`src/hw/rtl/modbus_rtu_slave_engine_core_macros.svh`:
```
// Assertion helpers used by mrse_ctrl of the Modbus slave engine.
`ifndef MODBUS_RTU_SLAVE_ENGINE_CORE_MACROS_SVH
`define MODBUS_RTU_SLAVE_ENGINE_CORE_MACROS_SVH

// The consequent must hold in the same cycle as the antecedent.
`define MRSE_ASSERT_SAME(label, ante, cons) \
  label: assert property (@(posedge clk_i) disable iff (!rst_ni) (ante) |-> (cons)) \
    else $error("mrse assertion failed");

// The consequent must hold in the cycle after the antecedent.
`define MRSE_ASSERT_NEXT(label, ante, cons) \
  label: assert property (@(posedge clk_i) disable iff (!rst_ni) (ante) |=> (cons)) \
    else $error("mrse assertion failed");

`endif

```
`src/hw/rtl/mrse_pkg.sv`:
```
`default_nettype none
package mrse_pkg;

  // Modbus function codes served by the engine.
  localparam logic [7:0] FN_READ_INPUTS = 8'd1;
  localparam logic [7:0] FN_READ_REGS   = 8'd3;
  localparam logic [7:0] FN_WRITE_COIL  = 8'd5;
  localparam logic [7:0] FN_WRITE_COILS = 8'd15;
  localparam logic [7:0] FN_WRITE_REGS  = 8'd16;

  localparam logic [7:0] COIL_ON  = 8'hFF;
  localparam logic [7:0] COIL_OFF = 8'h00;

  // Configuration register indexes.
  localparam logic CFG_SLAVE_COUNT = 1'b0;
  localparam logic CFG_FRAME_GAP   = 1'b1;

  localparam logic [15:0] CRC_INIT = 16'hFFFF;
  localparam logic [15:0] CRC_POLY = 16'hA001;

  typedef struct packed {
    logic acc_byte;
    logic acc_tick;
    logic scan_start;
    logic scan_step;
    logic check_exec;
    logic wr_start;
    logic wr_step;
    logic emit_start;
    logic emit_step;
  } mrse_cmd_t;

  typedef struct packed {
    logic end_hit;
    logic pass_done;
    logic req_ok;
    logic is_write_regs;
    logic out_free;
    logic emit_last;
  } mrse_sts_t;

  // One byte of the reflected Modbus CRC16.
  function automatic logic [15:0] crc_byte(input logic [15:0] c_in, input logic [7:0] b);
    logic [15:0] c;
    c = c_in ^ {8'h00, b};
    for (int k = 0; k < 8; k++) begin
      c = c[0] ? ((c >> 1) ^ CRC_POLY) : (c >> 1);
    end
    return c;
  endfunction

endpackage
`default_nettype wire

```
`src/hw/rtl/modbus_rtu_slave_engine_core.sv`:
```
`default_nettype none
// Modbus RTU slave engine. Each input beat is either a received byte or one timer tick; a byte
// beat is taken whenever the engine is idle, and a tick that ends a frame (the tick on which the
// silent ticks since the last byte reach the configured frame gap) starts frame processing,
// during which in_stall_o stays high. Processing reads the receive buffer one byte per cycle
// to check the CRC and capture the header, validates the request in a check state, for
// function 16 reads the data bytes again at one byte per cycle, and then sends the reply one
// byte per cycle while out_stall_i is low, computing the CRC on the fly. The receive buffer
// has a single read port.
// Bytes past FRAME_BYTES are dropped; requests that fail any check produce no reply beats.
// Configuration writes (index 0 slave count, index 1 frame gap) take effect at once and are
// meant to be made while no frame is being handled.
module modbus_rtu_slave_engine_core
  import mrse_pkg::*;
#(
  parameter int REG_COUNT   = 16,
  parameter int FRAME_BYTES = 64,
  parameter int INPUT_BITS  = 16
) (
  input  wire logic        clk_i,
  input  wire logic        rst_ni,
  input  wire logic        cfg_we_i,
  input  wire logic        cfg_index_i,
  input  wire logic [15:0] cfg_data_i,
  input  wire logic        in_valid_i,
  output logic             in_stall_o,
  input  wire logic        action_i,
  input  wire logic [7:0]  rx_byte_i,
  input  wire logic [15:0] digital_inputs_i,
  output logic             out_valid_o,
  input  wire logic        out_stall_i,
  output logic [7:0]       tx_byte_o,
  output logic             last_byte_o,
  output logic [3:0]       relay_state_o
);

  mrse_cmd_t cmd;
  mrse_sts_t sts;

  // Sequencing of receive, scan, validate, register write and reply.
  mrse_ctrl u_ctrl (
    .clk_i      (clk_i),
    .rst_ni     (rst_ni),
    .in_valid_i (in_valid_i),
    .action_i   (action_i),
    .in_stall_o (in_stall_o),
    .sts_i      (sts),
    .cmd_o      (cmd)
  );

  // Buffer, CRC, register file, coils and the output register.
  mrse_dpath #(
    .REG_COUNT   (REG_COUNT),
    .FRAME_BYTES (FRAME_BYTES),
    .INPUT_BITS  (INPUT_BITS)
  ) u_dpath (
    .clk_i            (clk_i),
    .rst_ni           (rst_ni),
    .cfg_we_i         (cfg_we_i),
    .cfg_index_i      (cfg_index_i),
    .cfg_data_i       (cfg_data_i),
    .rx_byte_i        (rx_byte_i),
    .digital_inputs_i (digital_inputs_i),
    .cmd_i            (cmd),
    .sts_o            (sts),
    .out_stall_i      (out_stall_i),
    .out_valid_o      (out_valid_o),
    .tx_byte_o        (tx_byte_o),
    .last_byte_o      (last_byte_o),
    .relay_state_o    (relay_state_o)
  );

endmodule
`default_nettype wire

```
`src/hw/rtl/mrse_ctrl.sv`:
```
`default_nettype none
`include "modbus_rtu_slave_engine_core_macros.svh"
module mrse_ctrl
  import mrse_pkg::*;
(
  input  wire logic      clk_i,
  input  wire logic      rst_ni,
  input  wire logic      in_valid_i,
  input  wire logic      action_i,
  output logic           in_stall_o,
  input  mrse_sts_t      sts_i,
  output mrse_cmd_t      cmd_o
);

  localparam logic [2:0] S_IDLE  = 3'd0;
  localparam logic [2:0] S_SCAN  = 3'd1;
  localparam logic [2:0] S_CHECK = 3'd2;
  localparam logic [2:0] S_WRITE = 3'd3;
  localparam logic [2:0] S_EMIT  = 3'd4;

  logic [2:0] state_q, state_d;
  logic       acc;

  assign in_stall_o = (state_q != S_IDLE);
  assign acc = in_valid_i && (state_q == S_IDLE);

  always_comb begin
    state_d = state_q;
    cmd_o   = '0;
    unique case (state_q)
      S_IDLE: begin
        cmd_o.acc_byte = acc && !action_i;
        cmd_o.acc_tick = acc && action_i;
        if (acc && action_i && sts_i.end_hit) begin
          cmd_o.scan_start = 1'b1;
          state_d = S_SCAN;
        end
      end
      S_SCAN: begin
        if (sts_i.pass_done) begin
          state_d = S_CHECK;
        end else begin
          cmd_o.scan_step = 1'b1;
        end
      end
      S_CHECK: begin
        if (!sts_i.req_ok) begin
          state_d = S_IDLE;
        end else if (sts_i.is_write_regs) begin
          cmd_o.wr_start = 1'b1;
          state_d = S_WRITE;
        end else begin
          cmd_o.check_exec = 1'b1;
          cmd_o.emit_start = 1'b1;
          state_d = S_EMIT;
        end
      end
      S_WRITE: begin
        if (sts_i.pass_done) begin
          cmd_o.emit_start = 1'b1;
          state_d = S_EMIT;
        end else begin
          cmd_o.wr_step = 1'b1;
        end
      end
      S_EMIT: begin
        cmd_o.emit_step = sts_i.out_free;
        if (sts_i.out_free && sts_i.emit_last) begin
          state_d = S_IDLE;
        end
      end
      default: state_d = S_IDLE;
    endcase
  end

  always_ff @(posedge clk_i or negedge rst_ni) begin
    if (!rst_ni) begin
      state_q <= S_IDLE;
    end else begin
      state_q <= state_d;
    end
  end

  `MRSE_ASSERT_NEXT(a_scan_to_check, state_q == S_SCAN && sts_i.pass_done, state_q == S_CHECK)
  `MRSE_ASSERT_NEXT(a_last_to_idle, cmd_o.emit_step && sts_i.emit_last, state_q == S_IDLE)
  `MRSE_ASSERT_SAME(a_busy_no_accept, state_q != S_IDLE, !(cmd_o.acc_byte || cmd_o.acc_tick))

endmodule
`default_nettype wire

```
`src/hw/rtl/mrse_dpath.sv`:
```
`default_nettype none
module mrse_dpath
  import mrse_pkg::*;
#(
  parameter int REG_COUNT   = 16,
  parameter int FRAME_BYTES = 64,
  parameter int INPUT_BITS  = 16
) (
  input  wire logic        clk_i,
  input  wire logic        rst_ni,
  input  wire logic        cfg_we_i,
  input  wire logic        cfg_index_i,
  input  wire logic [15:0] cfg_data_i,
  input  wire logic [7:0]  rx_byte_i,
  input  wire logic [15:0] digital_inputs_i,
  input  mrse_cmd_t        cmd_i,
  output mrse_sts_t        sts_o,
  input  wire logic        out_stall_i,
  output logic             out_valid_o,
  output logic [7:0]       tx_byte_o,
  output logic             last_byte_o,
  output logic [3:0]       relay_state_o
);

  localparam int AW = $clog2(FRAME_BYTES);
  localparam int LW = $clog2(FRAME_BYTES + 1);
  localparam int RA = (REG_COUNT > 1) ? $clog2(REG_COUNT) : 1;

  logic [7:0]    slave_count_q;
  logic [15:0]   gap_q;
  logic          in_frame_q;
  logic [15:0]   sil_q, sil_next, gap_eff;
  logic [LW-1:0] len_q, len_base;
  logic [15:0]   dins_q;
  logic [7:0]    rx_mem [FRAME_BYTES];
  logic [7:0]    rdata_q;
  logic [7:0]    idx_q, lim_q, rdpos_q;
  logic          rdv_q, rd_en;
  logic [15:0]   crc_q;
  logic [7:0]    hdr_q [8];
  logic [7:0]    hi_q;
  logic [15:0]   regs_q [REG_COUNT];
  logic [3:0]    coil_q;
  logic [7:0]    j_q;
  logic          out_valid_q;
  logic [7:0]    st, cnt, fn;
  logic [8:0]    span;
  logic [9:0]    len_w, need16;
  logic [7:0]    n_len, nb_in, tx_data;
  logic [16:0]   v_in;
  logic [8:0]    rd_reg_sum, wr_reg_sum;
  logic [7:0]    k_off, w_off;
  logic [15:0]   rd_reg;
  logic          req_ok;

  assign st   = hdr_q[3];
  assign cnt  = hdr_q[5];
  assign fn   = hdr_q[1];
  assign span = {1'b0, st} + {1'b0, cnt};
  assign len_w  = 10'(len_q);
  assign need16 = 10'd9 + {1'b0, cnt, 1'b0};

  // Frame timing.
  assign sil_next = (sil_q == 16'hFFFF) ? sil_q : sil_q + 16'd1;
  assign gap_eff  = (gap_q == 16'd0) ? 16'd1 : gap_q;
  assign len_base = in_frame_q ? len_q : '0;

  // Request validation.
  always_comb begin
    logic ok;
    ok = (len_q >= LW'(2)) && (hdr_q[0] >= 8'd1) && (hdr_q[0] <= slave_count_q)
         && (crc_q == 16'd0);
    unique case (fn)
      FN_READ_INPUTS: ok = ok && (len_w >= 10'd8) && (hdr_q[2] == 8'd0)
                         && (hdr_q[4] == 8'd0) && (cnt != 8'd0)
                         && (span <= 9'(INPUT_BITS));
      FN_READ_REGS:   ok = ok && (len_w >= 10'd8) && (hdr_q[2] == 8'd0)
                         && (hdr_q[4] == 8'd0) && (cnt != 8'd0)
                         && (span <= 9'(REG_COUNT));
      FN_WRITE_COIL:  ok = ok && (len_w >= 10'd8) && (hdr_q[2] == 8'd0) && (st <= 8'd3)
                         && ((hdr_q[4] == COIL_ON) || (hdr_q[4] == COIL_OFF))
                         && (cnt == 8'd0);
      FN_WRITE_COILS: ok = ok && (len_w >= 10'd10) && (hdr_q[2] == 8'd0) && (st <= 8'd3)
                         && (hdr_q[4] == 8'd0) && (cnt != 8'd0) && (span <= 9'd4)
                         && (hdr_q[6] == 8'd1);
      FN_WRITE_REGS:  ok = ok && (hdr_q[2] == 8'd0) && (hdr_q[4] == 8'd0)
                         && (cnt != 8'd0) && (span <= 9'(REG_COUNT))
                         && (len_w >= need16);
      default:        ok = 1'b0;
    endcase
    req_ok = ok;
  end

  // Reply assembly.
  assign nb_in = (cnt + 8'd7) >> 3;
  assign n_len = (fn == FN_READ_INPUTS) ? (8'd3 + nb_in) :
                 (fn == FN_READ_REGS)   ? (8'd3 + {cnt[6:0], 1'b0}) : 8'd6;
  assign v_in  = ({1'b0, dins_q} >> st) & ((17'd1 << cnt) - 17'd1);
  assign k_off = j_q - 8'd3;
  assign rd_reg_sum = {1'b0, st} + {2'b00, k_off[7:1]};
  assign rd_reg = regs_q[rd_reg_sum[RA-1:0]];
  assign w_off = rdpos_q - 8'd8;
  assign wr_reg_sum = {1'b0, st} + {2'b00, w_off[7:1]};

  always_comb begin
    if (j_q == n_len) begin
      tx_data = crc_q[7:0];
    end else if (j_q > n_len) begin
      tx_data = crc_q[15:8];
    end else if (j_q == 8'd0) begin
      tx_data = hdr_q[0];
    end else if (j_q == 8'd1) begin
      tx_data = fn;
    end else if (fn == FN_READ_INPUTS) begin
      tx_data = (j_q == 8'd2) ? nb_in : (j_q == 8'd3) ? v_in[7:0] : v_in[15:8];
    end else if (fn == FN_READ_REGS) begin
      tx_data = (j_q == 8'd2) ? {cnt[6:0], 1'b0} :
                k_off[0] ? rd_reg[7:0] : rd_reg[15:8];
    end else begin
      tx_data = hdr_q[j_q[2:0]];
    end
  end

  assign rd_en = (cmd_i.scan_step || cmd_i.wr_step) && (idx_q < lim_q);

  assign sts_o.end_hit       = in_frame_q && (sil_next >= gap_eff);
  assign sts_o.pass_done     = !rdv_q && (idx_q >= lim_q);
  assign sts_o.req_ok        = req_ok;
  assign sts_o.is_write_regs = (fn == FN_WRITE_REGS);
  assign sts_o.out_free      = !out_valid_q || !out_stall_i;
  assign sts_o.emit_last     = (j_q == n_len + 8'd1);

  // Receive buffer.
  always_ff @(posedge clk_i) begin
    if (cmd_i.acc_byte && (len_base < LW'(FRAME_BYTES))) begin
      rx_mem[len_base[AW-1:0]] <= rx_byte_i;
    end
    if (rd_en) begin
      rdata_q <= rx_mem[idx_q[AW-1:0]];
    end
  end

  // Control state of the datapath.
  always_ff @(posedge clk_i or negedge rst_ni) begin
    if (!rst_ni) begin
      slave_count_q <= 8'd1;
      gap_q         <= 16'd10;
      in_frame_q    <= 1'b0;
      sil_q         <= 16'd0;
      len_q         <= '0;
      idx_q         <= 8'd0;
      lim_q         <= 8'd0;
      rdv_q         <= 1'b0;
      j_q           <= 8'd0;
      coil_q        <= 4'd0;
      out_valid_q   <= 1'b0;
      for (int i = 0; i < REG_COUNT; i++) begin
        regs_q[i] <= 16'd0;
      end
    end else begin
      if (cfg_we_i) begin
        if (cfg_index_i == CFG_SLAVE_COUNT) begin
          slave_count_q <= cfg_data_i[7:0];
        end else begin
          gap_q <= cfg_data_i;
        end
      end
      if (cmd_i.acc_byte) begin
        in_frame_q <= 1'b1;
        sil_q      <= 16'd0;
        len_q      <= (len_base < LW'(FRAME_BYTES)) ? len_base + LW'(1) : len_base;
      end
      if (cmd_i.acc_tick && in_frame_q) begin
        if (sts_o.end_hit) begin
          in_frame_q <= 1'b0;
          sil_q      <= 16'd0;
        end else begin
          sil_q <= sil_next;
        end
      end
      if (cmd_i.scan_start) begin
        idx_q <= 8'd0;
        lim_q <= 8'(len_q);
        rdv_q <= 1'b0;
      end else if (cmd_i.wr_start) begin
        idx_q <= 8'd7;
        lim_q <= 8'd7 + {cnt[6:0], 1'b0};
        rdv_q <= 1'b0;
      end else begin
        rdv_q <= rd_en;
        if (rd_en) begin
          idx_q <= idx_q + 8'd1;
        end
      end
      if (cmd_i.wr_step && rdv_q && !rdpos_q[0]) begin
        regs_q[wr_reg_sum[RA-1:0]] <= {hi_q, rdata_q};
      end
      if (cmd_i.check_exec) begin
        if (fn == FN_WRITE_COIL) begin
          coil_q[st[1:0]] <= (hdr_q[4] == COIL_ON);
        end else if (fn == FN_WRITE_COILS) begin
          for (int i = 0; i < 4; i++) begin
            if ((8'(i) >= st) && (9'(i) < span)) begin
              coil_q[i] <= hdr_q[7][i - int'(st)];
            end
          end
        end
      end
      if (cmd_i.emit_start) begin
        j_q <= 8'd0;
      end else if (cmd_i.emit_step) begin
        j_q <= j_q + 8'd1;
      end
      if (cmd_i.emit_step) begin
        out_valid_q <= 1'b1;
      end else if (!out_stall_i) begin
        out_valid_q <= 1'b0;
      end
    end
  end

  // Payload registers.
  always_ff @(posedge clk_i) begin
    if (cmd_i.acc_tick && sts_o.end_hit) begin
      dins_q <= digital_inputs_i;
    end
    if (rd_en) begin
      rdpos_q <= idx_q;
    end
    if (cmd_i.scan_start || cmd_i.emit_start) begin
      crc_q <= CRC_INIT;
    end else if (cmd_i.scan_step && rdv_q) begin
      crc_q <= crc_byte(crc_q, rdata_q);
    end else if (cmd_i.emit_step && (j_q < n_len)) begin
      crc_q <= crc_byte(crc_q, tx_data);
    end
    if (cmd_i.scan_step && rdv_q && (rdpos_q < 8'd8)) begin
      hdr_q[rdpos_q[2:0]] <= rdata_q;
    end
    if (cmd_i.wr_step && rdv_q && rdpos_q[0]) begin
      hi_q <= rdata_q;
    end
    if (cmd_i.emit_step) begin
      tx_byte_o     <= tx_data;
      last_byte_o   <= sts_o.emit_last;
      relay_state_o <= coil_q;
    end
  end

  assign out_valid_o = out_valid_q;

endmodule
`default_nettype wire
```
`config.mk`:
```
export PLATFORM = sky130hd
export DESIGN_NAME = modbus_rtu_slave_engine_core
export DESIGN_NICKNAME = d
export VERILOG_FILES = /design/src/hw/rtl/mrse_pkg.sv /design/src/hw/rtl/modbus_rtu_slave_engine_core.sv /design/src/hw/rtl/mrse_ctrl.sv /design/src/hw/rtl/mrse_dpath.sv
export VERILOG_INCLUDE_DIRS = /design/src /design/src/hw/rtl
export SDC_FILE = /design/constraint.sdc
export NUM_CORES = 2
export LEC_CHECK = 0
export BUFFER_PORTS_ARGS = -buffer_cell sky130_fd_sc_hd__buf_2
export CAP_MARGIN = 20
export CORE_ASPECT_RATIO = 2
export CORE_MARGIN = 2
export CORE_UTILIZATION = 63
export DETAILED_ROUTE_END_ITERATION = 10
export PLACE_DENSITY = 0.9
export SYNTH_ARGS = -nofsm -noshare
export SYNTH_HDL_FRONTEND = slang
export SYNTH_SLANG_ARGS = --single-unit
```
`constraint.sdc`:
```
create_clock -name clk_i -period 7.9 [get_ports clk_i]
set_clock_uncertainty 0.05 [all_clocks]
set_input_delay 0.395 -clock clk_i [delete_from_list [all_inputs] [get_ports clk_i]]
set_output_delay 0.395 -clock clk_i [all_outputs]
set_load 0.01 [all_outputs]
```
==> qor.yml <==
run_status:
  status: "finished clean"
finish:
  final_cell_count_no_fill: 3980
  finish.utilization_pct: 69.7
  layout.nets: 3124
  layout-drive-gt1-share_pct: 28.0
  fin_area_sq_mm: 0.0500
  synthToLayoutAreaGrowth_pct: 9.99
power:
  pwr-share-seq_pct: 54.9
  peakVddDrop_uv: 342
  combinationalPowerShare_pct: 3.5
  clkPwrFrac_pct: 41.6
  p_switching_mw: 2.25
  swShare_pct: 22.2
  p_int_mw: 7.92
  pwr_density_cell_mw_per_mm2: 204
  p_leak_nw: 19.2
  p_total_mw: 10.2
sta:
  finalCriticalPeriod_ns: 6.43
  finalSetupViolations: 0
  slew_headroom_pct: 21.9
  finalMaxSlewViolations: 0
  worst_slew_pin_slew_ns: 1.17
  setup_tns_ns: 0
  fin_ws_ns: 1.47
  whs_ns: 0.0763
  rsz0062_at_grt: "no"
  period_share_pct: 81.4
  hold_viol: 0
  max_freq_mhz: 155
setup_path:
  r2r_start: "u_dpath.hdr_q[5][0]"
  critPathCaptureType: "register"
  path_class: "reg2reg"
  worstPathRequired_ns: 8.40
  cp.arrival_ns: 6.93
  worstSetupStartpointType: "register"
  crit_fanout: 19
  startpoint: "u_dpath.hdr_q[5][0]"
clocking:
  cts_resized: 0
  cts_max_path_buffers: 3
  clk_pin_slew_ns: 0.07
  clockRootBuffer: "clkbuf_16"
  cts_tree: "done"
  worstSkewPairLatency_ns: 0.70
  hold_buffers: 34
  clkSinkCount: 982
  cts_buffers: 82
  h-tree-depth: 3
  cts_setup_buffers: 0
grt:
  antenna_found_initial: 4
  grtUsageTotal_pct: 36.2
  grt_pass1_wl_um: 195000
  grt_max_degree: 219
  grt_pass1_vias: 29800
  overflow: 0
synthesis:
  synth_flop_cell: "edfxtp_1"
  ys.warnings.count: 0
  syn-instance-count: 2909
  syn_avg_cell_area_sq_um: 15.6
  synth-seq-cells: 982
  synth_top_area_share_pct: 41.6
  ys_async_sr_fraction_pct: 34.3
  ys_seq_area_share_pct: 60.9
  synthTopCellsByArea: "edfxtp_1, dfrtp_1, mux4_2"
  synthesis.area_sq_mm: 0.0454
  synth-edff-count: 629
  yosys.area.top_type: "edfxtp_1"
  ys_types: 80
  syn-num-nets: 3040
floorplan:
  chipWidth_um: 194
  io_pins: 62
  die_area_sq_mm: 0.0744
  coreArea_sq_mm: 0.0717
  rows: 139
  chipHeight_um: 384
  start_util_pct: 63.4
placed_design:
  dp_cells: 3780
  post_dp_cell_area_sq_mm: 0.0467
  place_ws_ns: 1.58
  io_buffers: 61
  gp_congestion: 1.00
  hpwl_um: 84400
drt:
  drc_errors: 0
  drtAntennaViolNets: 0
  avgViaCountPerCell: 7.06
  wirelength_um: 132000
  vias: 28100
  drtIter0Drc: 2791
  wl_per_cell_um: 33.1
  dr.pass1.iters: 6
job:
  maxCapViolations: 0
min_path:
  min_from: "rx_byte_i[5]"
  worst_hold_path_type: "in2reg"
==> state kept, by name, summed over array words and instances, names as in the netlist, 16 cells and up <==
register,flops
u_dpath.hdr_q,64
u_dpath.gap_q,16
u_dpath.sil_q,16
u_dpath.dins_q,16
u_dpath.crc_q,16
u_dpath.rx_mem,512
u_dpath.regs_q,256
==> cell usage in the layout (no fill, tap or decap), drive strengths merged, types with 19 or more instances in the layout <==
cell type    count
nor3            40
ha              81
nand3           66
a21oi           57
nand4           20
nor4            26
inv             66
xor2            40
dfrtp          334
xnor2           67
mux2i           34
clkinv          23
nor2           198
o21ai           66
clkbuf         115
mux4           281
a21o            21
dlygate4sd3     34
edfxtp         629
nor2b           19
buf            127
a22o            19
mux2           292
nand2          161
==> critical path, stage by stage (launching register included) <==
cell       delay (ns)
edfxtp_1         0.32
buf_4            0.26
inv_1            0.17
ha_1             0.30
nor2b_1          0.21
o211ai_1         0.12
xor2_1           0.26
or4_1            0.54
o21ai_0          0.16
nand2_1          0.18
ha_1             0.37
a21oi_1          0.17
o21ai_0          0.25
inv_1            0.17
nand2_1          0.33
a2111oi_0        0.66
o22ai_1          0.21
xnor2_1          0.38
xor2_1           0.23
xnor2_1          0.14
nand2_1          0.12
xnor3_1          0.43
xnor2_1          0.18
o211ai_2         0.08
==> power by group through the flow <==
| stage | clock network (mW) | logic, mW | registers [mW] |
|---|---|---|---|
| 5_1_grt | 4.41 | 0.389 | 5.59 |
| 2_1_floorplan | 0 | 0.187 | 5.65 |
| 3_3_place_gp | 0 | 0.302 | 5.68 |
| 6_report | 4.23 | 0.359 | 5.59 |
| 3_5_place_dp | 0 | 0.324 | 5.69 |
| 4_1_cts | 4.25 | 0.346 | 5.58 |
==> kinds of logic (layout without fill, tap and decap cells) <==
logic type      Yosys count  count (layout)  synth area share [%]
compound gates          281             281                  4.17
other cells               0               4                     0
fa+ha+maj                84              84                  2.36
simple gates            618             618                  6.40
mux                     607             607                  21.9
xor+xnor                109             109                  2.20
flops                   982             982                  60.9
buf+inv                 228             379                  2.09
==> area by class of cell <==
type,count,area (sq um)
multi-input combinational,1699,16900
inverter,65,244
timing repair buffer,163,1300
clock inverter,38,499
fill,4376,21700
clock buffer,113,2220
tap,916,1150
sequential,982,27700
antenna,4,10.0
==> cell usage after synthesis, drive strengths merged (4+ instances only) <==
master and instances:
nand3 66, and2 8, o22ai 12, ha 81, o21ai 66, nor2 198
buf 51, mux2i 34, nand2b 10, a221oi 4, o31ai 11, or3 12
nor3 40, and3 15, clkbuf 112, nand4 20, o211ai 16, a31oi 8
dfrtp 334, a21oi 57, o21a 8, nor4b 6, o221ai 4, a211oi 12
a21o 21, nand2 161, xor2 40, inv 63, nor3b 5, mux2 292
dfxtp 16, or2 13, nor4 26, o41ai 5, xnor2 67, mux4 281
a2111oi 4, or4 8, a22o 19, nor2b 19, edfxtp 629, a22oi 5
==> path summary, 6_finish.rpt <==
check | to | slack, ns | cells past startpoint
worst min register to register | u_dpath.relay_state_o[0] | 0.40 | 0
min in group asynchronous | u_dpath.sil_q[7] | 0.30 | 2
worst max register to register | u_dpath.crc_q[0] | 1.47 | 23
worst max-delay path | u_dpath.crc_q[0] | 1.47 | 23
max in group asynchronous | u_dpath.regs_q[53] | 5.68 | 3
worst min-delay path | u_dpath.rx_mem[53][5] | 0.08 | 1
==> routing by layer <==
layer  wire length [um]  part of all wire (%)  GRT usage, %
met3               9150                   6.9          6.62
met5                 27                 0.020             0
met2              69500                    53          63.8
met1              41000                    31          38.3
met4              12100                   9.2          27.8
(Power assumes the default switching activity.)
